--- config.mk ---
export PLATFORM = sky130hd
export DESIGN_NAME = sensor_packet_deframer_top
export DESIGN_NICKNAME = d
export VERILOG_FILES = /design/src/rtl/spd_pkg.sv /design/src/rtl/spd_byte_cell.sv /design/src/rtl/spd_frame_decode.sv /design/src/rtl/sensor_packet_deframer_top.sv
export SDC_FILE = /design/constraint.sdc
export NUM_CORES = 1
export LEC_CHECK = 0
export BUFFER_PORTS_ARGS = -buffer_cell sky130_fd_sc_hd__buf_2
export CAP_MARGIN = 20
export CORE_MARGIN = 1
export CORE_UTILIZATION = 54
export DETAILED_ROUTE_END_ITERATION = 7
export GPL_TIMING_DRIVEN = 0
export PLACE_DENSITY = 0.77
export SYNTH_ARGS = -nofsm -noshare
export SYNTH_HDL_FRONTEND = slang
export SYNTH_HIERARCHICAL = 1
export SYNTH_SLANG_ARGS = --single-unit
--- constraint.sdc ---
create_clock -name clk -period 6 [get_ports clk]
set_clock_uncertainty 0.15 [all_clocks]
set_input_delay 0 -clock clk [delete_from_list [all_inputs] [get_ports clk]]
set_output_delay 0 -clock clk [all_outputs]
set_load 0.01 [all_outputs]
--- src/rtl/spd_pkg.sv ---
// Package with the shared constants, types and helper function of the sensor packet deframer.
package spd_pkg;

    localparam int unsigned FRAME_BODY = 22;
    localparam int unsigned IDX_W = 5;
    localparam logic [IDX_W-1:0] CHECKSUM_IDX = IDX_W'(FRAME_BODY);
    localparam logic [7:0] SYNC_RESET = 8'hFF;
    localparam int unsigned OUT_DATA_W = 88;

    localparam logic [1:0] CLASS_BLACK = 2'd0;
    localparam logic [1:0] CLASS_WHITE = 2'd1;
    localparam logic [1:0] CLASS_GREEN = 2'd2;
    localparam logic [1:0] CLASS_BLUE  = 2'd3;

    typedef logic [FRAME_BODY-1:0][7:0] body_t;

    typedef struct packed {
        logic        start_pulse;
        logic [1:0]  zone_class;
        logic [1:0]  right_class;
        logic [1:0]  left_class;
        logic [15:0] flow_dy;
        logic [15:0] flow_dx;
        logic [15:0] range_c_mm;
        logic [15:0] range_b_mm;
        logic [15:0] range_a_mm;
    } result_t;

    function automatic logic [1:0] colour_class(input logic [7:0] code);
        logic [1:0] cls;
        case (code)
            8'd1:    cls = CLASS_WHITE;
            8'd2:    cls = CLASS_GREEN;
            8'd3:    cls = CLASS_BLUE;
            default: cls = CLASS_BLACK;
        endcase
        return cls;
    endfunction

endpackage

--- src/rtl/spd_byte_cell.sv ---
// One byte cell of the frame shift chain, loading its neighbor's byte on each shift.
module spd_byte_cell
    import spd_pkg::*;
(
    input  logic       clk,
    input  logic       shift,
    input  logic [7:0] din,
    output logic [7:0] dout
);

    logic [7:0] byte_reg;
    logic [7:0] byte_next;

    assign byte_next = shift ? din : byte_reg;
    assign dout      = byte_reg;

    always_ff @(posedge clk)
    begin
        byte_reg <= byte_next;
    end

endmodule

--- src/rtl/spd_frame_decode.sv ---
// Field extraction and colour zone logic over the filled frame cells.
module spd_frame_decode
    import spd_pkg::*;
(
    input  body_t   body,
    input  logic    start_latched,
    output result_t fields
);

    // Byte j of the frame sits in cell FRAME_BODY-1-j once the chain is full.
    function automatic logic [15:0] le16(input body_t b, input int unsigned pos);
        return {b[FRAME_BODY - 2 - pos], b[FRAME_BODY - 1 - pos]};
    endfunction

    logic [1:0] left_cls;
    logic [1:0] right_cls;
    logic [1:0] zone_cls;
    logic [7:0] start_flag;

    assign left_cls   = colour_class(body[FRAME_BODY - 1 - 19]);
    assign right_cls  = colour_class(body[FRAME_BODY - 1 - 20]);
    assign start_flag = body[FRAME_BODY - 1 - 21];

    always_comb
    begin
        if (left_cls == right_cls && left_cls != CLASS_BLACK)
        begin
            zone_cls = left_cls;
        end
        else if (left_cls == CLASS_WHITE || right_cls == CLASS_WHITE)
        begin
            zone_cls = CLASS_WHITE;
        end
        else
        begin
            zone_cls = CLASS_BLACK;
        end
    end

    always_comb
    begin
        fields.range_a_mm  = le16(body, 9);
        fields.range_b_mm  = le16(body, 11);
        fields.range_c_mm  = le16(body, 13);
        fields.flow_dx     = le16(body, 15);
        fields.flow_dy     = le16(body, 17);
        fields.left_class  = left_cls;
        fields.right_class = right_cls;
        fields.zone_class  = zone_cls;
        fields.start_pulse = (start_flag != 8'd0) && !start_latched;
    end

endmodule

--- src/rtl/sensor_packet_deframer_top.sv ---
// Top level of the sensor packet deframer: sync hunt, byte shift chain, checksum and output register.
//
// Channel   Direction  Width  Contents
// s_axis    in         8      tdata: rx_byte
// m_axis    out        88+1   tdata: ranges, flows, classes, start_pulse; tuser: frame_status
// cfg       in         8      cfg_data: sync_value
//
// A byte can be accepted in every cycle unless the output register stalls the input.
// The result of a frame appears in the cycle after its checksum byte is accepted.
// The single output register stalls the input only while a result waits and m_tready is low.
// Reset clears the hunt state, byte count, checksum, start latch and output valid;
// the sync value returns to 0xFF.
module sensor_packet_deframer_top
    import spd_pkg::*;
(
    input  logic                  clk,
    input  logic                  rst_n,
    input  logic                  s_tvalid,
    output logic                  s_tready,
    input  logic [7:0]            s_tdata,   // [7:0] rx_byte
    output logic                  m_tvalid,
    input  logic                  m_tready,
    // [15:0] range_a_mm, [31:16] range_b_mm, [47:32] range_c_mm, [63:48] flow_dx,
    // [79:64] flow_dy, [81:80] left_class, [83:82] right_class, [85:84] zone_class,
    // [86] start_pulse, [87] zero.
    output logic [OUT_DATA_W-1:0] m_tdata,
    output logic                  m_tuser,   // [0] frame_status
    input  logic                  cfg_valid,
    output logic                  cfg_ready,
    input  logic [7:0]            cfg_data
);

    logic [7:0]       sync_reg;
    logic             hunting_reg;
    logic             hunting_next;
    logic [IDX_W-1:0] byte_idx_reg;
    logic [IDX_W-1:0] byte_idx_next;
    logic [7:0]       xor_reg;
    logic [7:0]       xor_next;
    logic             latched_reg;
    logic             latched_next;
    logic             out_valid_reg;
    logic             out_valid_next;
    result_t          out_data_reg;
    result_t          out_data_next;
    logic             out_status_reg;
    logic             out_status_next;

    logic    accept;
    logic    is_sync;
    logic    is_checksum;
    logic    shift;
    logic    good;
    body_t   body;
    result_t fields;

    assign cfg_ready   = 1'b1;
    assign s_tready    = !out_valid_reg || m_tready;
    assign accept      = s_tvalid && s_tready;
    assign is_sync     = hunting_reg && (s_tdata == sync_reg);
    assign is_checksum = !hunting_reg && (byte_idx_reg == CHECKSUM_IDX);
    assign shift       = accept && (is_sync || (!hunting_reg && !is_checksum));
    assign good        = (xor_reg == s_tdata);

    genvar gi;
    generate
        for (gi = 0; gi < FRAME_BODY; gi++)
        begin : g_chain
            if (gi == 0)
            begin : g_head
                spd_byte_cell u_cell (
                    .clk  (clk),
                    .shift(shift),
                    .din  (s_tdata),
                    .dout (body[gi])
                );
            end
            else
            begin : g_link
                spd_byte_cell u_cell (
                    .clk  (clk),
                    .shift(shift),
                    .din  (body[gi-1]),
                    .dout (body[gi])
                );
            end
        end
    endgenerate

    spd_frame_decode u_decode (
        .body         (body),
        .start_latched(latched_reg),
        .fields       (fields)
    );

    always_comb
    begin
        hunting_next    = hunting_reg;
        byte_idx_next   = byte_idx_reg;
        xor_next        = xor_reg;
        latched_next    = latched_reg;
        out_valid_next  = out_valid_reg && !m_tready;
        out_data_next   = out_data_reg;
        out_status_next = out_status_reg;
        if (accept)
        begin
            if (hunting_reg)
            begin
                if (is_sync)
                begin
                    hunting_next  = 1'b0;
                    byte_idx_next = IDX_W'(1);
                    xor_next      = s_tdata;
                end
            end
            else if (is_checksum)
            begin
                hunting_next   = 1'b1;
                byte_idx_next  = '0;
                xor_next       = 8'd0;
                out_valid_next = 1'b1;
                if (good)
                begin
                    out_data_next   = fields;
                    out_status_next = 1'b0;
                    latched_next    = latched_reg || fields.start_pulse;
                end
                else
                begin
                    out_data_next   = '0;
                    out_status_next = 1'b1;
                end
            end
            else
            begin
                byte_idx_next = byte_idx_reg + IDX_W'(1);
                xor_next      = xor_reg ^ s_tdata;
            end
        end
    end

    always_ff @(posedge clk or negedge rst_n)
    begin
        if (!rst_n)
        begin
            sync_reg      <= SYNC_RESET;
            hunting_reg   <= 1'b1;
            byte_idx_reg  <= '0;
            xor_reg       <= 8'd0;
            latched_reg   <= 1'b0;
            out_valid_reg <= 1'b0;
        end
        else
        begin
            if (cfg_valid && cfg_ready)
            begin
                sync_reg <= cfg_data;
            end
            hunting_reg   <= hunting_next;
            byte_idx_reg  <= byte_idx_next;
            xor_reg       <= xor_next;
            latched_reg   <= latched_next;
            out_valid_reg <= out_valid_next;
        end
    end

    always_ff @(posedge clk)
    begin
        out_data_reg   <= out_data_next;
        out_status_reg <= out_status_next;
    end

    assign m_tvalid = out_valid_reg;
    assign m_tuser  = out_status_reg;
    assign m_tdata  = {1'b0, out_data_reg};

    a_idx_range: assert property (@(posedge clk) disable iff (!rst_n)
        byte_idx_reg <= CHECKSUM_IDX)
        else $error("byte index past the checksum position");

    a_hunt_idx: assert property (@(posedge clk) disable iff (!rst_n)
        hunting_reg |-> byte_idx_reg == '0 && xor_reg == 8'd0)
        else $error("hunting with a partial frame in progress");

    a_latch_pulse: assert property (@(posedge clk) disable iff (!rst_n)
        $rose(latched_reg) |-> out_valid_reg && out_data_reg.start_pulse && !out_status_reg)
        else $error("start latch set without a start pulse result");

    a_err_zero: assert property (@(posedge clk) disable iff (!rst_n)
        out_valid_reg && out_status_reg |-> out_data_reg == '0)
        else $error("checksum error result carries nonzero fields");

    a_result_close: assert property (@(posedge clk) disable iff (!rst_n)
        accept && is_checksum |=> out_valid_reg && hunting_reg)
        else $error("checksum byte did not close the frame");

endmodule
==> run_summary.xml <==
<?xml version="1.0" encoding="UTF-8"?>
<metrics>
  <group name="status">
    <metric name="run_status" unit="">finished, final reports clean</metric>
  </group>
  <group name="power_and_ir_drop">
    <metric name="power.density_cell_area" unit="nW/um^2">339</metric>
    <metric name="p_sw" unit="mW">0.847</metric>
    <metric name="seqPwrFrac" unit="">0.510</metric>
    <metric name="clockPowerShare" unit="">0.372</metric>
    <metric name="netSwitchingFraction" unit="">0.236</metric>
    <metric name="pwr-share-comb" unit="">0.117</metric>
    <metric name="cellInternalPower" unit="mW">2.75</metric>
    <metric name="irDropWorstVdd" unit="uV">214</metric>
    <metric name="power.static_leakage" unit="nW">4.26</metric>
    <metric name="p_total" unit="mW">3.59</metric>
  </group>
  <group name="worst_setup_path">
    <metric name="reg2reg_from" unit="">byte_idx_reg[0]</metric>
    <metric name="timing_worst_setup_path_type" unit="">register to register</metric>
    <metric name="required" unit="ns">6.02</metric>
    <metric name="worst_setup_path_start_kind" unit="">register</metric>
    <metric name="startpoint" unit="">byte_idx_reg[0]</metric>
    <metric name="end_kind" unit="">register</metric>
    <metric name="worst-path-max-fanout" unit="">60</metric>
    <metric name="data_arrival_at_the_endpoint_of_the_critical_path" unit="ns">3.06</metric>
  </group>
  <group name="yosys">
    <metric name="synthCells" unit="">557</metric>
    <metric name="post_synth.cell_area_avg" unit="sq um">15.6</metric>
    <metric name="ys_warn_count" unit="">6</metric>
    <metric name="mappedNetlistNets" unit="">580</metric>
    <metric name="synthesis.area" unit="sq um">8700</metric>
  </group>
  <group name="floorplan">
    <metric name="placement_rows" unit="">46</metric>
    <metric name="core_area" unit="sq um">15800</metric>
    <metric name="fp.dieH" unit="um">129</metric>
    <metric name="ios" unit="">113</metric>
    <metric name="floorplan.initialDensity" unit="">0.550</metric>
    <metric name="die_width" unit="um">129</metric>
    <metric name="floorplan.die_area" unit="sq um">16600</metric>
  </group>
  <group name="sta">
    <metric name="setup_viol" unit="">0</metric>
    <metric name="worst_pin_slew" unit="ns">0.812</metric>
    <metric name="final-hold-violation-count" unit="">0</metric>
    <metric name="post-route-min-period" unit="ns">3.04</metric>
    <metric name="post_route_setup_tns" unit="ns">0</metric>
    <metric name="postLayoutSetupSlackWorst" unit="ns">2.96</metric>
    <metric name="timing.slew.headroom" unit="">0.457</metric>
    <metric name="achievable-frequency" unit="MHz">329</metric>
    <metric name="grt_setup_unrepaired" unit="">no</metric>
    <metric name="finalMaxSlewViolations" unit="">0</metric>
    <metric name="min_period_over_period" unit="">0.506</metric>
    <metric name="hold-worst-slack" unit="ns">0.195</metric>
  </group>
  <group name="grt">
    <metric name="global_route.overflow_total" unit="">0</metric>
    <metric name="grt_antenna_before_repair" unit="">0</metric>
    <metric name="largest_net_degree_at_the_start_of_global_routing" unit="">61</metric>
    <metric name="grt_pass1_vias" unit="">4907</metric>
    <metric name="grt_pass1_wl" unit="mm">24.4</metric>
    <metric name="global_route.usage.total" unit="">0.191</metric>
  </group>
  <group name="final_layout">
    <metric name="regArea" unit="sq um">6380</metric>
    <metric name="final_instance_count_excl_fillers" unit="">952</metric>
    <metric name="final_nets" unit="">745</metric>
    <metric name="flip_flop_count_of_the_largest_register_all_copies_and_words_added" unit="">96</metric>
    <metric name="final_util" unit="">0.669</metric>
    <metric name="synthToLayoutAreaGrowth" unit="%">21.7</metric>
    <metric name="finish.instance_area" unit="sq um">10600</metric>
    <metric name="num-fill-cells" unit="">1084</metric>
    <metric name="commonest_non_fill_non_tap_cell_in_the_layout" unit="">sky130_fd_sc_hd__edfxtp_1</metric>
    <metric name="final_layout_size_suffix_gt1_frac" unit="">0.346</metric>
    <metric name="layout_common_cells" unit="">192 x sky130_fd_sc_hd__edfxtp_1, 113 x sky130_fd_sc_hd__buf_2, 88 x sky130_fd_sc_hd__and2_1</metric>
    <metric name="multiInputGateArea" unit="sq um">1590</metric>
    <metric name="antenna_cells_inserted" unit="">0</metric>
  </group>
  <group name="cts">
    <metric name="cts.repair_timing.setup_buffer_count" unit="">0</metric>
    <metric name="tritoncts_num_sinks" unit="">216</metric>
    <metric name="cts_tree" unit="">built</metric>
    <metric name="cts_htree_levels" unit="">1</metric>
    <metric name="clkLatencyLatePin" unit="ns">0.49</metric>
    <metric name="path_clk_slew" unit="ns">0.06</metric>
    <metric name="cts_repair_resize_count" unit="">0</metric>
    <metric name="clock_path_buffers" unit="">3</metric>
    <metric name="cts_inserted_buffers" unit="">23</metric>
    <metric name="cts.root.buffer_cell" unit="">sky130_fd_sc_hd__clkbuf_16</metric>
  </group>
  <group name="route">
    <metric name="routed_via_density" unit="">5.07</metric>
    <metric name="dr_wl_met2" unit="mm">8.13</metric>
    <metric name="top_layer_used" unit="">met4</metric>
    <metric name="iter_0_drt_violations" unit="">297</metric>
    <metric name="dr_total_vias" unit="">4829</metric>
    <metric name="routed_wire_length_per_instance" unit="um">16.2</metric>
    <metric name="number_of_nets_with_antenna_violations_after_routing" unit="">0</metric>
    <metric name="drt-pass1-iter-count" unit="">4</metric>
    <metric name="met1Wirelength" unit="mm">6.21</metric>
    <metric name="detail_route.wirelength" unit="mm">15.5</metric>
    <metric name="drc_errors" unit="">0</metric>
    <metric name="routed-wl-met3" unit="um">783</metric>
  </group>
  <group name="placement">
    <metric name="port-buffer-count" unit="">109</metric>
    <metric name="dp_cells" unit="">884</metric>
    <metric name="hpwlAfterDp" unit="mm">10.0</metric>
    <metric name="dpl_worst_slack" unit="ns">3.00</metric>
    <metric name="detailed_place.area" unit="sq um">9580</metric>
    <metric name="gp_congestion" unit="">0.854</metric>
  </group>
  <group name="run">
    <metric name="max_cap_viol_count" unit="">0</metric>
  </group>
  <group name="min_path">
    <metric name="timing.hold.worst.class" unit="">input pin to register</metric>
    <metric name="hold_start" unit="">s_tdata[5]</metric>
  </group>
</metrics>
## layer usage
metal	vias up	track usage
li1	2268	-
met3	30	0.0337
met4	0	0.0692
met1	2372	0.229
met2	159	0.346
met5	-	0
## path summary, 6_finish.rpt
path | slack [ns] | cells after the start | to
max in group asynchronous | 3.89 | 4 | xor_reg[4]
setup reg to reg | 2.96 | 7 | g_chain[7].g_link.u_cell/dout[3]
setup / recovery | 2.96 | 7 | g_chain[7].g_link.u_cell/dout[3]
hold reg to reg | 0.29 | 0 | g_chain[2].g_link.u_cell/dout[2]
hold / removal | 0.19 | 2 | g_chain[0].g_head.u_cell/dout[5]
min in group asynchronous | 0.56 | 3 | hunting_reg
## what timing repair did
item	CTS	global route
endpoints found under the hold margin	49	0
hold buffers	29	0
endpoints found under the setup margin	0	0
## cell type report
| class | count | area share |
|---|---|---|
| timing repair buffer | 140 | 0.0841 |
| multi-input combinational | 229 | 0.150 |
| tap | 216 | 0.0255 |
| inverter | 8 | 0.00284 |
| clock inverter | 12 | 0.0116 |
| clock buffer | 27 | 0.0558 |
| buffer | 104 | 0.0674 |
| sequential | 216 | 0.602 |
## worst max-delay path, stage by stage, from the launching register on
cell	delay [ns]
sky130_fd_sc_hd__dfrtp_1	0.36
sky130_fd_sc_hd__inv_1	0.08
sky130_fd_sc_hd__ha_1	0.20
sky130_fd_sc_hd__and4b_1	0.24
sky130_fd_sc_hd__nor2_1	0.17
sky130_fd_sc_hd__clkbuf_1	0.47
sky130_fd_sc_hd__o21a_4	0.65
sky130_fd_sc_hd__buf_16	0.34
## power groups by stage
stage          clock [mW]  combinational (mW)  sequential [mW]
6_report             1.34               0.421             1.83
3_5_place_dp            0               0.400             1.86
5_1_grt              1.42               0.460             1.84
3_3_place_gp            0               0.368             1.87
4_1_cts              1.36               0.419             1.83
2_1_floorplan           0               0.286             1.86
Note: power is estimated with default switching activity, not from simulation.
